### src/rtl/msa_pkg.sv
// Shared constants, codes and controller/datapath interface types for the shared-array stacks.
`default_nettype none

package msa_pkg;

  // Sizing of the shared entry array and the stack set
  localparam int TOTAL_ENTRIES = 32;
  localparam int STACK_COUNT   = 4;
  localparam int SLICE         = TOTAL_ENTRIES / STACK_COUNT;

  localparam int ADDR_W = $clog2(TOTAL_ENTRIES);
  localparam int CNT_W  = $clog2(TOTAL_ENTRIES + 1);
  localparam int IDX_W  = (STACK_COUNT > 1) ? $clog2(STACK_COUNT) : 1;
  localparam int STK_W  = IDX_W + 1;

  // Field widths on the stream ports
  localparam int ACT_W    = 2;
  localparam int SINDEX_W = 3;
  localparam int KEY_W    = 32;
  localparam int ST_W     = 2;
  localparam int SIZE_W   = 6;

  localparam int IN_DATA_W  = ((SINDEX_W + KEY_W + 7) / 8) * 8;
  localparam int OUT_DATA_W = ((KEY_W + SIZE_W + 7) / 8) * 8;
  localparam int OUT_PAD_W  = OUT_DATA_W - KEY_W - SIZE_W;

  // Bit positions inside the words
  localparam int IN_IDX_LSB   = 0;
  localparam int IN_KEY_LSB   = SINDEX_W;
  localparam int OUT_POP_LSB  = 0;
  localparam int OUT_SIZE_LSB = KEY_W;

  typedef enum logic [ACT_W-1:0] {
    ACT_PUSH  = 2'd0,
    ACT_POP   = 2'd1,
    ACT_CLEAR = 2'd2,
    ACT_QUERY = 2'd3
  } action_e;

  typedef enum logic [ST_W-1:0] {
    ST_OK        = 2'd0,
    ST_BAD_INDEX = 2'd1,
    ST_NO_ROOM   = 2'd2,
    ST_EMPTY     = 2'd3
  } status_e;

  typedef enum logic [3:0] {
    S_IDLE,
    S_DECODE,
    S_UP_CHK,
    S_MID,
    S_DN_CHK,
    S_MOVE,
    S_POP_WAIT,
    S_PUSH_WR,
    S_RESP
  } state_e;

  // Controller to datapath
  typedef struct packed {
    logic              load;
    logic              clear;
    logic              rd_move;
    logic              wr_move;
    logic              base_inc;
    logic              base_dec;
    logic              push_wr;
    logic              pop_rd;
    logic              out_load;
    logic              dir_down;
    logic [STK_W-1:0]  stk;
    logic [CNT_W-1:0]  cnt;
    status_e           status;
  } cmd_t;

  // Datapath to controller
  typedef struct packed {
    action_e           act;
    logic              idx_bad;
    logic              tgt_full;
    logic              tgt_empty;
    logic              sel_full;
    logic              sel_can_down;
    logic [CNT_W-1:0]  sel_fill;
    logic [STK_W-1:0]  tgt;
  } sts_t;

endpackage

`default_nettype wire

### src/rtl/msa_dpath.sv
// Datapath: latched word, stack bases and fills, shared entry array and result register.
`default_nettype none

module msa_dpath (
  input  wire logic                           clk_i,
  input  wire logic                           rst_ni,
  input  wire logic [msa_pkg::IN_DATA_W-1:0]  s_tdata_i,
  input  wire logic [msa_pkg::ACT_W-1:0]      s_tuser_i,
  input  wire msa_pkg::cmd_t                  cmd_i,
  output msa_pkg::sts_t                       sts_o,
  output logic [msa_pkg::OUT_DATA_W-1:0]      m_tdata_o,
  output logic [msa_pkg::ST_W-1:0]            m_tuser_o
);
  import msa_pkg::*;

  localparam logic [SINDEX_W:0] SC_L     = (SINDEX_W + 1)'(STACK_COUNT);
  localparam logic [CNT_W-1:0]  TOTAL_L  = CNT_W'(TOTAL_ENTRIES);
  localparam logic [CNT_W-1:0]  SIZE_MAX = CNT_W'((2 ** SIZE_W) - 1);

  // Saturate a fill count to the result field width
  function automatic logic [SIZE_W-1:0] size_sat(input logic [CNT_W-1:0] n);
    logic [SIZE_W-1:0] r;
    if (CNT_W > SIZE_W && n > SIZE_MAX) begin
      r = '1;
    end else begin
      r = SIZE_W'(n);
    end
    return r;
  endfunction

  // Latched word
  action_e               act_q;
  logic [SINDEX_W-1:0]   idx_q;
  logic [KEY_W-1:0]      key_q;

  // Stack layout
  logic [CNT_W-1:0]      base_q [STACK_COUNT];
  logic [CNT_W-1:0]      fill_q [STACK_COUNT];
  logic [CNT_W-1:0]      lim    [STACK_COUNT];
  logic [STACK_COUNT-1:0] full;

  // Entry array and its read register
  logic [KEY_W-1:0]      mem_q [TOTAL_ENTRIES];
  logic [KEY_W-1:0]      rd_data_q;
  logic [ADDR_W-1:0]     wr_addr_q;

  // Result register
  status_e               out_status_q;
  logic [KEY_W-1:0]      out_pop_q;
  logic [SIZE_W-1:0]     out_size_q;

  logic [IDX_W-1:0]      tgt;
  logic [IDX_W-1:0]      sel;
  logic [IDX_W-1:0]      sel_below;
  logic                  idx_bad;
  logic [CNT_W-1:0]      sel_base;
  logic [CNT_W-1:0]      sel_fill;
  logic [CNT_W-1:0]      tgt_top;
  logic [ADDR_W-1:0]     mv_src;
  logic [ADDR_W-1:0]     mv_dst;
  logic [ADDR_W-1:0]     push_addr;
  logic [ADDR_W-1:0]     pop_addr;
  logic [ADDR_W-1:0]     rd_addr;

  // Capture the incoming word
  always_ff @(posedge clk_i) begin
    if (cmd_i.load) begin
      act_q <= action_e'(s_tuser_i);
      idx_q <= s_tdata_i[IN_IDX_LSB +: SINDEX_W];
      key_q <= s_tdata_i[IN_KEY_LSB +: KEY_W];
    end
  end

  // Room limit and full flag per stack
  for (genvar g = 0; g < STACK_COUNT; g++) begin : g_full
    if (g < STACK_COUNT - 1) begin : g_mid
      assign lim[g] = base_q[g+1];
    end else begin : g_last
      assign lim[g] = TOTAL_L;
    end
    assign full[g] = ({1'b0, base_q[g]} + {1'b0, fill_q[g]}) >= {1'b0, lim[g]};
  end

  // Target and selected-stack views
  assign idx_bad   = {1'b0, idx_q} >= SC_L;
  assign tgt       = idx_q[IDX_W-1:0];
  assign sel       = cmd_i.stk[IDX_W-1:0];
  assign sel_below = sel - 1'b1;
  assign sel_base  = base_q[sel];
  assign sel_fill  = fill_q[sel];
  assign tgt_top   = base_q[tgt] + fill_q[tgt];

  always_comb begin
    sts_o              = '0;
    sts_o.act          = act_q;
    sts_o.idx_bad      = idx_bad;
    sts_o.tgt_full     = full[tgt];
    sts_o.tgt_empty    = (fill_q[tgt] == '0);
    sts_o.sel_full     = full[sel];
    sts_o.sel_can_down = (cmd_i.stk != '0) && !full[sel_below] && (sel_base != '0);
    sts_o.sel_fill     = sel_fill;
    sts_o.tgt          = STK_W'(idx_q);
  end

  // Move addresses: up walks from the top down, down walks from the base up
  always_comb begin
    if (cmd_i.dir_down) begin
      mv_src = ADDR_W'(sel_base + cmd_i.cnt);
      mv_dst = mv_src - 1'b1;
    end else begin
      mv_src = ADDR_W'(sel_base + sel_fill - 1'b1 - cmd_i.cnt);
      mv_dst = mv_src + 1'b1;
    end
  end

  assign push_addr = ADDR_W'(tgt_top);
  assign pop_addr  = ADDR_W'(tgt_top - 1'b1);
  assign rd_addr   = cmd_i.pop_rd ? pop_addr : mv_src;

  // Entry array: one write and one registered read a cycle
  always_ff @(posedge clk_i) begin
    if (cmd_i.push_wr) begin
      mem_q[push_addr] <= key_q;
    end else if (cmd_i.wr_move) begin
      mem_q[wr_addr_q] <= rd_data_q;
    end
    if (cmd_i.rd_move || cmd_i.pop_rd) begin
      rd_data_q <= mem_q[rd_addr];
    end
    if (cmd_i.rd_move) begin
      wr_addr_q <= mv_dst;
    end
  end

  // Bases and fills
  always_ff @(posedge clk_i or negedge rst_ni) begin
    if (!rst_ni) begin
      for (int i = 0; i < STACK_COUNT; i++) begin
        base_q[i] <= CNT_W'(i * SLICE);
        fill_q[i] <= '0;
      end
    end else if (cmd_i.clear) begin
      for (int i = 0; i < STACK_COUNT; i++) begin
        base_q[i] <= CNT_W'(i * SLICE);
        fill_q[i] <= '0;
      end
    end else begin
      if (cmd_i.base_inc) begin
        base_q[sel] <= sel_base + 1'b1;
      end
      if (cmd_i.base_dec) begin
        base_q[sel] <= sel_base - 1'b1;
      end
      if (cmd_i.push_wr) begin
        fill_q[tgt] <= fill_q[tgt] + 1'b1;
      end
      if (cmd_i.pop_rd) begin
        fill_q[tgt] <= fill_q[tgt] - 1'b1;
      end
    end
  end

  // Result word
  always_ff @(posedge clk_i) begin
    if (cmd_i.out_load) begin
      out_status_q <= cmd_i.status;
      out_pop_q    <= (cmd_i.status == ST_OK && act_q == ACT_POP) ? rd_data_q : '0;
      out_size_q   <= (act_q == ACT_CLEAR || idx_bad) ? '0 : size_sat(fill_q[tgt]);
    end
  end

  assign m_tdata_o = {{OUT_PAD_W{1'b0}}, out_size_q, out_pop_q};
  assign m_tuser_o = out_status_q;

endmodule

`default_nettype wire

### src/rtl/msa_ctrl.sv
// Controller: sequences decode, shift passes, push/pop and the result handoff.
`default_nettype none

module msa_ctrl (
  input  wire logic          clk_i,
  input  wire logic          rst_ni,
  input  wire logic          s_valid_i,
  input  wire logic          m_ready_i,
  input  wire msa_pkg::sts_t sts_i,
  output logic               s_ready_o,
  output logic               m_valid_o,
  output msa_pkg::cmd_t      cmd_o
);
  import msa_pkg::*;

  state_e            state_q, state_d;
  logic [STK_W-1:0]  stk_q, stk_d;
  logic [CNT_W-1:0]  cnt_q, cnt_d;
  logic              dir_q, dir_d;
  status_e           status_q, status_d;
  logic              out_vld_q, out_vld_d;
  logic              out_free;
  logic              move_last;

  assign out_free  = !out_vld_q || m_ready_i;
  assign move_last = (cnt_q == sts_i.sel_fill);

  // Next state
  always_comb begin
    state_d  = state_q;
    stk_d    = stk_q;
    cnt_d    = cnt_q;
    dir_d    = dir_q;
    status_d = status_q;
    unique case (state_q)
      S_IDLE: begin
        if (s_valid_i) state_d = S_DECODE;
      end
      S_DECODE: begin
        if (sts_i.act == ACT_CLEAR) begin
          status_d = ST_OK;
          state_d  = S_RESP;
        end else if (sts_i.idx_bad) begin
          status_d = ST_BAD_INDEX;
          state_d  = S_RESP;
        end else if (sts_i.act == ACT_PUSH) begin
          if (sts_i.tgt_full) begin
            stk_d   = STK_W'(STACK_COUNT - 1);
            state_d = S_UP_CHK;
          end else begin
            state_d = S_PUSH_WR;
          end
        end else if (sts_i.act == ACT_POP) begin
          if (sts_i.tgt_empty) begin
            status_d = ST_EMPTY;
            state_d  = S_RESP;
          end else begin
            status_d = ST_OK;
            state_d  = S_POP_WAIT;
          end
        end else begin
          status_d = ST_OK;
          state_d  = S_RESP;
        end
      end
      // Right pass: last stack down to the one after the target
      S_UP_CHK: begin
        if (stk_q <= sts_i.tgt) begin
          state_d = S_MID;
        end else if (!sts_i.sel_full) begin
          dir_d   = 1'b0;
          cnt_d   = '0;
          state_d = S_MOVE;
        end else begin
          stk_d = stk_q - 1'b1;
        end
      end
      S_MID: begin
        if (sts_i.tgt_full) begin
          stk_d   = STK_W'(1);
          state_d = S_DN_CHK;
        end else begin
          state_d = S_PUSH_WR;
        end
      end
      // Left pass: stack 1 up through the target
      S_DN_CHK: begin
        if (stk_q > sts_i.tgt) begin
          state_d = S_PUSH_WR;
        end else if (sts_i.sel_can_down) begin
          dir_d   = 1'b1;
          cnt_d   = '0;
          state_d = S_MOVE;
        end else begin
          stk_d = stk_q + 1'b1;
        end
      end
      // One entry read per cycle, written in the cycle after
      S_MOVE: begin
        if (move_last) begin
          if (dir_q) begin
            stk_d   = stk_q + 1'b1;
            state_d = S_DN_CHK;
          end else begin
            stk_d   = stk_q - 1'b1;
            state_d = S_UP_CHK;
          end
        end else begin
          cnt_d = cnt_q + 1'b1;
        end
      end
      S_POP_WAIT: begin
        state_d = S_RESP;
      end
      S_PUSH_WR: begin
        status_d = sts_i.tgt_full ? ST_NO_ROOM : ST_OK;
        state_d  = S_RESP;
      end
      S_RESP: begin
        if (out_free) state_d = S_IDLE;
      end
      default: begin
        state_d = S_IDLE;
      end
    endcase
  end

  // Commands
  always_comb begin
    cmd_o          = '0;
    cmd_o.stk      = stk_q;
    cmd_o.cnt      = cnt_q;
    cmd_o.dir_down = dir_q;
    cmd_o.status   = status_q;
    unique case (state_q)
      S_IDLE: begin
        cmd_o.load = s_valid_i;
      end
      S_DECODE: begin
        cmd_o.clear  = (sts_i.act == ACT_CLEAR);
        cmd_o.pop_rd = (sts_i.act == ACT_POP) && !sts_i.idx_bad && !sts_i.tgt_empty;
      end
      S_MOVE: begin
        cmd_o.rd_move  = !move_last;
        cmd_o.wr_move  = (cnt_q != '0);
        cmd_o.base_inc = move_last && !dir_q;
        cmd_o.base_dec = move_last && dir_q;
      end
      S_PUSH_WR: begin
        cmd_o.push_wr = !sts_i.tgt_full;
      end
      S_RESP: begin
        cmd_o.out_load = out_free;
      end
      default: begin
      end
    endcase
  end

  // Result valid flag
  always_comb begin
    out_vld_d = out_vld_q;
    if (cmd_o.out_load) begin
      out_vld_d = 1'b1;
    end else if (m_ready_i) begin
      out_vld_d = 1'b0;
    end
  end

  always_ff @(posedge clk_i or negedge rst_ni) begin
    if (!rst_ni) begin
      state_q   <= S_IDLE;
      stk_q     <= '0;
      cnt_q     <= '0;
      dir_q     <= 1'b0;
      status_q  <= ST_OK;
      out_vld_q <= 1'b0;
    end else begin
      state_q   <= state_d;
      stk_q     <= stk_d;
      cnt_q     <= cnt_d;
      dir_q     <= dir_d;
      status_q  <= status_d;
      out_vld_q <= out_vld_d;
    end
  end

  assign s_ready_o = (state_q == S_IDLE);
  assign m_valid_o = out_vld_q;

endmodule

`default_nettype wire

### src/rtl/multiple_stacks_shared_array_core.sv
// Top level: several stacks sharing one entry array, with shifting on overflow.
//
//   channel   dir  tdata (low bit up)                    tuser
//   s_axis    in   stack_index[2:0], key_value[34:3]     action
//   m_axis    out  popped_value[31:0], stack_size[37:32] status
//
// One word at a time: each word is decoded, carried out and its result loaded
// before the next word is accepted. A push onto a full stack visits each stack
// from the last down to the one after the target and shifts up each one that is
// not full; if the target is still full, it visits stack 1 up through the
// target and shifts down each one whose neighbour below has room.
// A result waiting on m_axis does not block accepting the next word.
// Reset restores the initial layout at once; stored entries are not cleared.
`default_nettype none

module multiple_stacks_shared_array_core (
  input  wire logic                            clk_i,
  input  wire logic                            rst_ni,
  input  wire logic                            s_axis_tvalid,
  output logic                                 s_axis_tready,
  // stack_index, key_value
  input  wire logic [msa_pkg::IN_DATA_W-1:0]   s_axis_tdata,
  // action
  input  wire logic [msa_pkg::ACT_W-1:0]       s_axis_tuser,
  output logic                                 m_axis_tvalid,
  input  wire logic                            m_axis_tready,
  // popped_value, stack_size
  output logic [msa_pkg::OUT_DATA_W-1:0]       m_axis_tdata,
  // status
  output logic [msa_pkg::ST_W-1:0]             m_axis_tuser
);
  import msa_pkg::*;

  cmd_t cmd;
  sts_t sts;

  msa_ctrl u_ctrl (
    .clk_i     (clk_i),
    .rst_ni    (rst_ni),
    .s_valid_i (s_axis_tvalid),
    .m_ready_i (m_axis_tready),
    .sts_i     (sts),
    .s_ready_o (s_axis_tready),
    .m_valid_o (m_axis_tvalid),
    .cmd_o     (cmd)
  );

  msa_dpath u_dpath (
    .clk_i     (clk_i),
    .rst_ni    (rst_ni),
    .s_tdata_i (s_axis_tdata),
    .s_tuser_i (s_axis_tuser),
    .cmd_i     (cmd),
    .sts_o     (sts),
    .m_tdata_o (m_axis_tdata),
    .m_tuser_o (m_axis_tuser)
  );

endmodule

`default_nettype wire

### config.mk
export PLATFORM = sky130hd
export DESIGN_NAME = multiple_stacks_shared_array_core
export DESIGN_NICKNAME = d
export VERILOG_FILES = /design/src/rtl/msa_pkg.sv /design/src/rtl/msa_dpath.sv /design/src/rtl/msa_ctrl.sv /design/src/rtl/multiple_stacks_shared_array_core.sv
export SDC_FILE = /design/constraint.sdc
export NUM_CORES = 2
export LEC_CHECK = 0
export BUFFER_PORTS_ARGS = -buffer_cell sky130_fd_sc_hd__buf_2
export CAP_MARGIN = 5
export CORE_ASPECT_RATIO = 1.1
export CORE_MARGIN = 2
export CORE_UTILIZATION = 42
export DETAILED_ROUTE_END_ITERATION = 6
export SYNTH_ARGS = -nofsm -noshare
export SYNTH_HDL_FRONTEND = slang
export SYNTH_SLANG_ARGS = --single-unit
### constraint.sdc
create_clock -name clk_i -period 9.8 [get_ports clk_i]
set_clock_uncertainty 0.1 [all_clocks]
set_input_delay 1.96 -clock clk_i [delete_from_list [all_inputs] [get_ports clk_i]]
set_output_delay 1.96 -clock clk_i [all_outputs]
set_load 0.02 [all_outputs]
# == Word-level counts from Yosys, hierarchy flattened ==
# Memories as Yosys holds them, arrays and structs flattened. A register that Yosys moved wholly into a read port is not among the register bits.
# Cells that the tools add are included.
# op_classes
addsub,20
n_lt_le_gt_ge,14
n_eq_ne,29
muxes,99
n_bitwise,2
reduce_logical,38
# ops
cell,n
$mux 24,8
$bwmux 24,4
$mux 6,13
$mux 4,13
$bmux 6 s2,4
$mux 3,13
$mux 32,1
$pmux 4 s8,1
$reduce_or 32->1,1
$mux 5,6
$add 6x6->7,4
$demux 6 s2,2
$ge 7x6->1,3
$mux 1,20
$add 6x1->6 const B,3
$ne 2x2->1 const B,9
$pmux 6 s3,1
$eq 4x3->1 const B,4
$add 5x5->5,3
$pmux 3 s5,1
$sub 5x1->5 const B,3
$mux 2,7
$ne 2x1->1 const B,6
$reduce_bool 6->1,2
other kinds (39),70
# word_totals
regBits,147
ram_bits,1024
in_bits,46
out_inout_bits,44
wordCells,224
n_memories,1
# memory_table
name,depth,width,rd,rd_clocked_by_memory_dff,write_ports,line_no,source
u_dpath.mem_q,32,32,1,1,1,msa_dpath.sv:43,logic [KEY_W-1:0] mem_q [TOTAL_ENTRIES];

# == Logic depth before layout (Yosys ltp) ==
# depth
word_depth,12
ltp_mapped,20

# == Modules after synthesis ==
# A second synthesis with hierarchy kept.
# unflattened
hier_cells,2620
hier_area_um2,50415.9
# by_module_without_submodules
mod,n_inst,cells_each,area_per_inst_um2
msa_dpath,1,2449,48989.5
msa_ctrl,1,171,1426.4

# == Least setup slack after synthesis ==
# Ideal clock, no wire load.
# synth_timing
path_type,register to register
start,reg u_dpath.idx_q[1]
end,mem u_dpath.mem_q[0][0] (enable)
setup_ns,0.421
arrival_ns,4.637
path_slack_ns,4.642
path_stages_with_launch,15
n_path_buf,2
period_less_slack_ns,5.158
cell_sequence,edfxtp_1 -> buf_6 -> clkbuf_1 -> nor2_1 -> a22o_1 -> a21oi_1 -> inv_1 -> ha_1 -> fa_1 -> a21o_1 -> a21oi_1 -> xnor3_1 -> mux2i_1 -> nand2_1 -> nor2_1
# synth_between
elab_chain_cells,8
# synth_rtl
element,line_no,source
from (decl),msa_dpath.sv:33,logic [SINDEX_W-1:0] idx_q;
from (signal assigned),msa_dpath.sv:69,idx_q <= s_tdata_i[IN_IDX_LSB +: SINDEX_W];
$bmux 1 s2,msa_dpath.sv:97,sts_o.tgt_full = full[tgt];
$mux 1 (not written as such),msa_dpath.sv:97,
$logic_not 1->1,msa_ctrl.sv:150,cmd_o.push_wr = !sts_i.tgt_full;
$mux 1,msa_ctrl.sv:135,unique case (state_q)
$mux 1,msa_dpath.sv:122,if (cmd_i.push_wr) begin
$mux 1 (not written as such),msa_dpath.sv:125,mem_q[wr_addr_q] <= rd_data_q;
$reduce_or 32->1 (no line),n/a,
$mux 5 (no line) or $mux 1 (tied branches),n/a,
to (decl),msa_dpath.sv:43,
# Parallel ways exist; a longest one is shown, timed or not. The select of a mux whose other input is x is not followed.

# == Worst setup path in the final report ==
# layout_timing
start,reg u_dpath.idx_q[1]
end,"reg u_dpath.rd_data_q[20], read port of u_dpath.mem_q, data pin"
# layout_between
elab_chain_cells,9
# layout_rtl
element,line_no,source
"parallel branches: the longest is 9 deep, another holds $add 5x5->5",n/a,
to (decl),msa_dpath.sv:44,logic [KEY_W-1:0] rd_data_q;
# Parallel ways; which one is timed is not known. The select of a mux whose other input is x is not followed.
# A chain may end at the register's enable or synchronous reset.

==> out/results.env <==
WL_PER_CELL_UM=28.51
WORST_SLEW_PIN_SLEW_PS=1473
NUMBER_OF_PLACED_I_O_PINS=90
GLOBALROUTETOTALUTIL_PCT=24.84
SYNTHESIS.AREA_PER_INSTANCE_UM2=13.54
MOST_USED_CELLS_IN_THE_LAYOUT_EXCLUDING_FILL_AND_TAP_CELLS='sky130_fd_sc_hd__edfxtp_1, sky130_fd_sc_hd__nand2_1, sky130_fd_sc_hd__and3_1, sky130_fd_sc_hd__a211oi_1, sky130_fd_sc_hd__a211o_1'
YS_FF_LATCH=1203
SUM_OF_NEGATIVE_SETUP_SLACK_PS=0
WORSTPATHBUFFERINVERTERCOUNT=5
FIN_CRIT_SH_PCT=70.55
MOST_FREQUENT_STANDARD_CELL_IN_THE_LAYOUT_EXCLUDING_FILL_AND_TAP_CELLS='sky130_fd_sc_hd__edfxtp_1'
TIMING.SLEW.HEADROOM_PCT=1.814
FINAL.MIN_CLOCK_PERIOD_PS=6914
FINALSETUPVIOLATIONS=0
MIN-DELAY-START='u_ctrl.status_q[1]'
MOST_COMMON_CELL_TYPE_ON_THE_CRITICAL_PATH='sky130_fd_sc_hd__buf_4'
DIE-WIDTH_UM=339.7
POSTROUTEWIRELENGTH_UM=160400
NUMBER_OF_CELLS_TRAVERSED_BY_THE_WORST_REGISTER_TO_REGISTER_PATH=17
CLK_PIN_SLEW_PS=60
CRITICAL_PATH.STARTPOINT='u_dpath.idx_q[1]'
GRT.MET2_USAGE_PCT=38.54
POST-DP-HPWL_UM=88860
CRITICAL_PATH.ENDPOINT_TYPE='flip-flop'
PLACE.PORT_BUFFERS=82
DETAILROUTE.VIA_COUNT=34370
NUMBER_OF_DISTINCT_LIBRARY_CELLS_AFTER_SYNTHESIS=79
SLEW_VIOL_FINAL=0
WIRE_LENGTH_OF_THE_FIRST_GLOBAL_ROUTING_PASS_UM=228900
GLOBALROUTE.TOTALOVERFLOW=0
FLOORPLAN.CORE_AREA_UM2=123100
CTS_HOLD_REPAIR.BUFFERS=0
CTS-ROOT-TO-SINK-BUFFERS=3
SYNTH_ENABLE_FLOP_CELLS=1138
DRV.MAX_CAP_VIOLATION_COUNT=0
CRITICAL-PATH-TOP-DELAY-FAMILY='buffers and inverters'
TIMING.CRITICAL_PATH.SLOWEST_CELL_DELAY_PS=650
DRT-INITIAL-DRC-COUNT=3732
CTS_TREE='built'
GLOBALROUTE.BUSIESTLAYER='met2'
DRT_FIRST_PASS_ITERS=5
CRITICAL_PATH.STARTPOINT_TYPE='flip-flop'
SYNTH.YOSYS.WARNINGS=0
CTS-RESIZED-GATES=0
FINALNETCOUNT=4007
OUTCOME='finished, final reports clean'
PLACED_CELL_AREA_UM2=54480
TIMING.REG2REG.SETUP_SLACK_PS=2890
POST_SYNTH_INSTANCE_AREA_UM2=52050
LAYOUT-DRIVE-GT1-SHARE_PCT=12.88
POSTSYNTH.TOPFLOPCELL='sky130_fd_sc_hd__edfxtp_1'
NUMBER_OF_CTS_INSERTED_BUFFERS=130
SETUP_REPAIR_AFTER_GLOBAL_ROUTING_MISSED_ITS_MARGIN='no'
WORST-PATH-MAX-FANOUT=55
DRC=0
WORSTPATHARRIVAL_PS=7360
PLACE.GP.CONGESTION=0.8738
ROWS=135
CRIT_END='u_dpath.rd_data_q[20]'
ASYNC_S_R_FF_SHARE_SYNTH_PCT=5.403
NUMBER_OF_GLOBAL_ROUTE_VIAS_BEFORE_REPAIR=32620
ANTENNA_FOUND_INITIAL=15
SYNTHESIS.INSTANCES=3844
LAYOUT.CELL_AREA.NON_FILLER_UM2=58550
INITIAL_CORE_UTIL_PCT=42.27
HTREE_NUM_LEVELS=4
HOLD_WS_PS=448.6
WORSTSETUPPATHDEPTH=17
CTS_ROOT_BUFFER='sky130_fd_sc_hd__clkbuf_16'
AREAGROWTHSYNTHTOFINISH_PCT=12.47
VIA_DENSITY_PER_INSTANCE=6.110
SYNTH-SEQ-AREA-SHARE_PCT=68.78
HOLDPATHSTAGES=0
WORSTREG2REGEND='u_dpath.rd_data_q[20]'
CLKSINKCOUNT=1203
WORSTSETUPPATHTYPE='flip-flop to flip-flop'
USE_MET3_PCT=5.199
TIMING.CRITICAL_PATH.SLOWEST_STAGE_CELL='sky130_fd_sc_hd__fa_1'
HOLDCRITPATHCLASS='flip-flop to flip-flop'
CTS.REPAIR_TIMING.SETUP_BUFFER_COUNT=0
POSTROUTEANTENNANETS=0
FLOORPLAN.DIE.HEIGHT_UM=373.2
GRT_UTIL_MET1_PCT=33.52
FILLERINSTANCES=10540
CRITICAL_R2R_LAUNCH='u_dpath.idx_q[1]'
F_MAX_MHz=144.6
CRITPATHREQUIREDTIME_PS=10250
FP.DIEAREA_UM2=126800
MAXIMUM_NUMBER_OF_PINS_ON_ONE_NET_BEFORE_GLOBAL_ROUTE_REPAIR=165
HOLD_VIOL=0
CRIT_PATH_CELL_TRACE='buf_4 > mux2_2 > a22o_1 > a21oi_1 > inv_1 > ha_1 > fa_1 > inv_1 > ha_1 > xnor2_1 > nand3_4 > nand2_4 > buf_4 > nor2_4 > buf_4 > a211o_1 > nor4_1'
CLK-INSERTION-DELAY-LATE_PS=750
-- worst reg2reg max path: stages, from the launching register on --
cell                       delay [ps]
sky130_fd_sc_hd__edfxtp_1         330
sky130_fd_sc_hd__buf_4            310
sky130_fd_sc_hd__mux2_2           400
sky130_fd_sc_hd__a22o_1           250
sky130_fd_sc_hd__a21oi_1          450
sky130_fd_sc_hd__inv_1            330
sky130_fd_sc_hd__ha_1             330
sky130_fd_sc_hd__fa_1             660
sky130_fd_sc_hd__inv_1            130
sky130_fd_sc_hd__ha_1             250
sky130_fd_sc_hd__xnor2_1          280
sky130_fd_sc_hd__nand3_4          480
sky130_fd_sc_hd__nand2_4          390
sky130_fd_sc_hd__buf_4            640
sky130_fd_sc_hd__nor2_4           380
sky130_fd_sc_hd__buf_4            360
sky130_fd_sc_hd__a211o_1          350
sky130_fd_sc_hd__nor4_1           300
-- per-stage QoR --
step	cells	util [%]	worst slack, ps
after detailed placement	5387	44.24	3044
after floorplan	3845	-	4642
final	5626	47.55	2886
after global routing	5615	47.52	2605
after global placement	5387	44.24	3027
after CTS	5612	47.52	3008
-- layout make-up --
type                       instances  area (µm²)  area share, %
clock buffer                     165        3470          5.926
inverter                          74       277.8         0.4744
tap                             1644        2057          3.513
multi-input combinational       2294       15170          25.91
clock inverter                    60       560.5         0.9574
sequential                      1203       35800          61.16
timing repair buffer             172        1174          2.005
antenna                           14       35.03        0.05984
-- Yosys cell counts (all sizes together) (11+ instances only) --
library cell | count | share of area [%]
edfxtp | 1138 | 66
and2 | 52 | 0.62
o22ai | 36 | 0.43
and3 | 256 | 3.1
dfrtp | 61 | 2.9
nand3 | 132 | 1.3
a211oi | 172 | 2.5
a21o | 15 | 0.22
nor3 | 25 | 0.26
a31oi | 112 | 1.3
nand2 | 557 | 4.0
o21ai | 34 | 0.33
fa | 11 | 0.42
xor2 | 15 | 0.25
mux2i | 56 | 1.1
a21oi | 132 | 1.3
buf | 133 | 1.3
a311oi | 32 | 0.54
nor2 | 128 | 0.93
clkbuf | 141 | 1.0
mux2 | 40 | 0.87
inv | 73 | 0.53
nand4 | 43 | 0.52
nor4 | 38 | 0.47
a211o | 161 | 2.7
a31o | 32 | 0.54
xnor2 | 33 | 0.56
mux4 | 21 | 0.91
ha | 75 | 1.8
-- registers in the layout (all words and copies together), names as in the netlist --
signal / count
u_dpath.mem_q: 1024
u_dpath.key_q: 32
u_dpath.out_pop_q: 32
u_dpath.rd_data_q: 32
u_dpath.base_q: 24
u_dpath.fill_q: 24
u_ctrl.cnt_q: 6
u_dpath.out_size_q: 6
u_dpath.wr_addr_q: 5
u_ctrl.state_q: 4
u_ctrl.stk_q: 3
u_dpath.idx_q: 3
u_ctrl.status_q: 2
u_dpath.act_q: 2
u_dpath.m_tuser_o: 2
u_ctrl.dir_q: 1
u_ctrl.m_valid_o: 1
-- metal layers --
metal,up-vias,wire length (µm)
li1,14880,-
met1,17420,64190
met2,1706,73630
met3,360,14500
met4,8,8039
met5,-,50
-- how the worst min path moves through the flow --
stage	end	slack (ps)
floorplan	u_dpath.m_tuser_o[1]	350
global placement	u_dpath.m_tuser_o[0]	440
detailed placement	u_dpath.m_tuser_o[1]	440
CTS	u_dpath.m_tuser_o[0]	450
global route	u_dpath.m_tuser_o[1]	460
finish	u_dpath.m_tuser_o[1]	450
-- cells by family (layout without fill, tap and decap cells) --
| group | after synthesis | in the layout | share of synthesized area [%] |
|---|---|---|---|
| multiplexers | 117 | 117 | 2.858 |
| buffers and inverters | 348 | 471 | 2.884 |
| adder cells (fa/ha/maj) | 86 | 86 | 2.226 |
| AND/OR/NAND/NOR | 1256 | 1256 | 11.51 |
| XOR/XNOR | 49 | 49 | 0.8509 |
| AO/OA/AOI/OAI | 784 | 784 | 10.88 |
| other | 1 | 16 | 0.007204 |
| flip-flops | 1203 | 1203 | 68.78 |
Power is not shown: default switching activity piles up to over one toggle a cycle in this logic, so the estimate is an artifact.
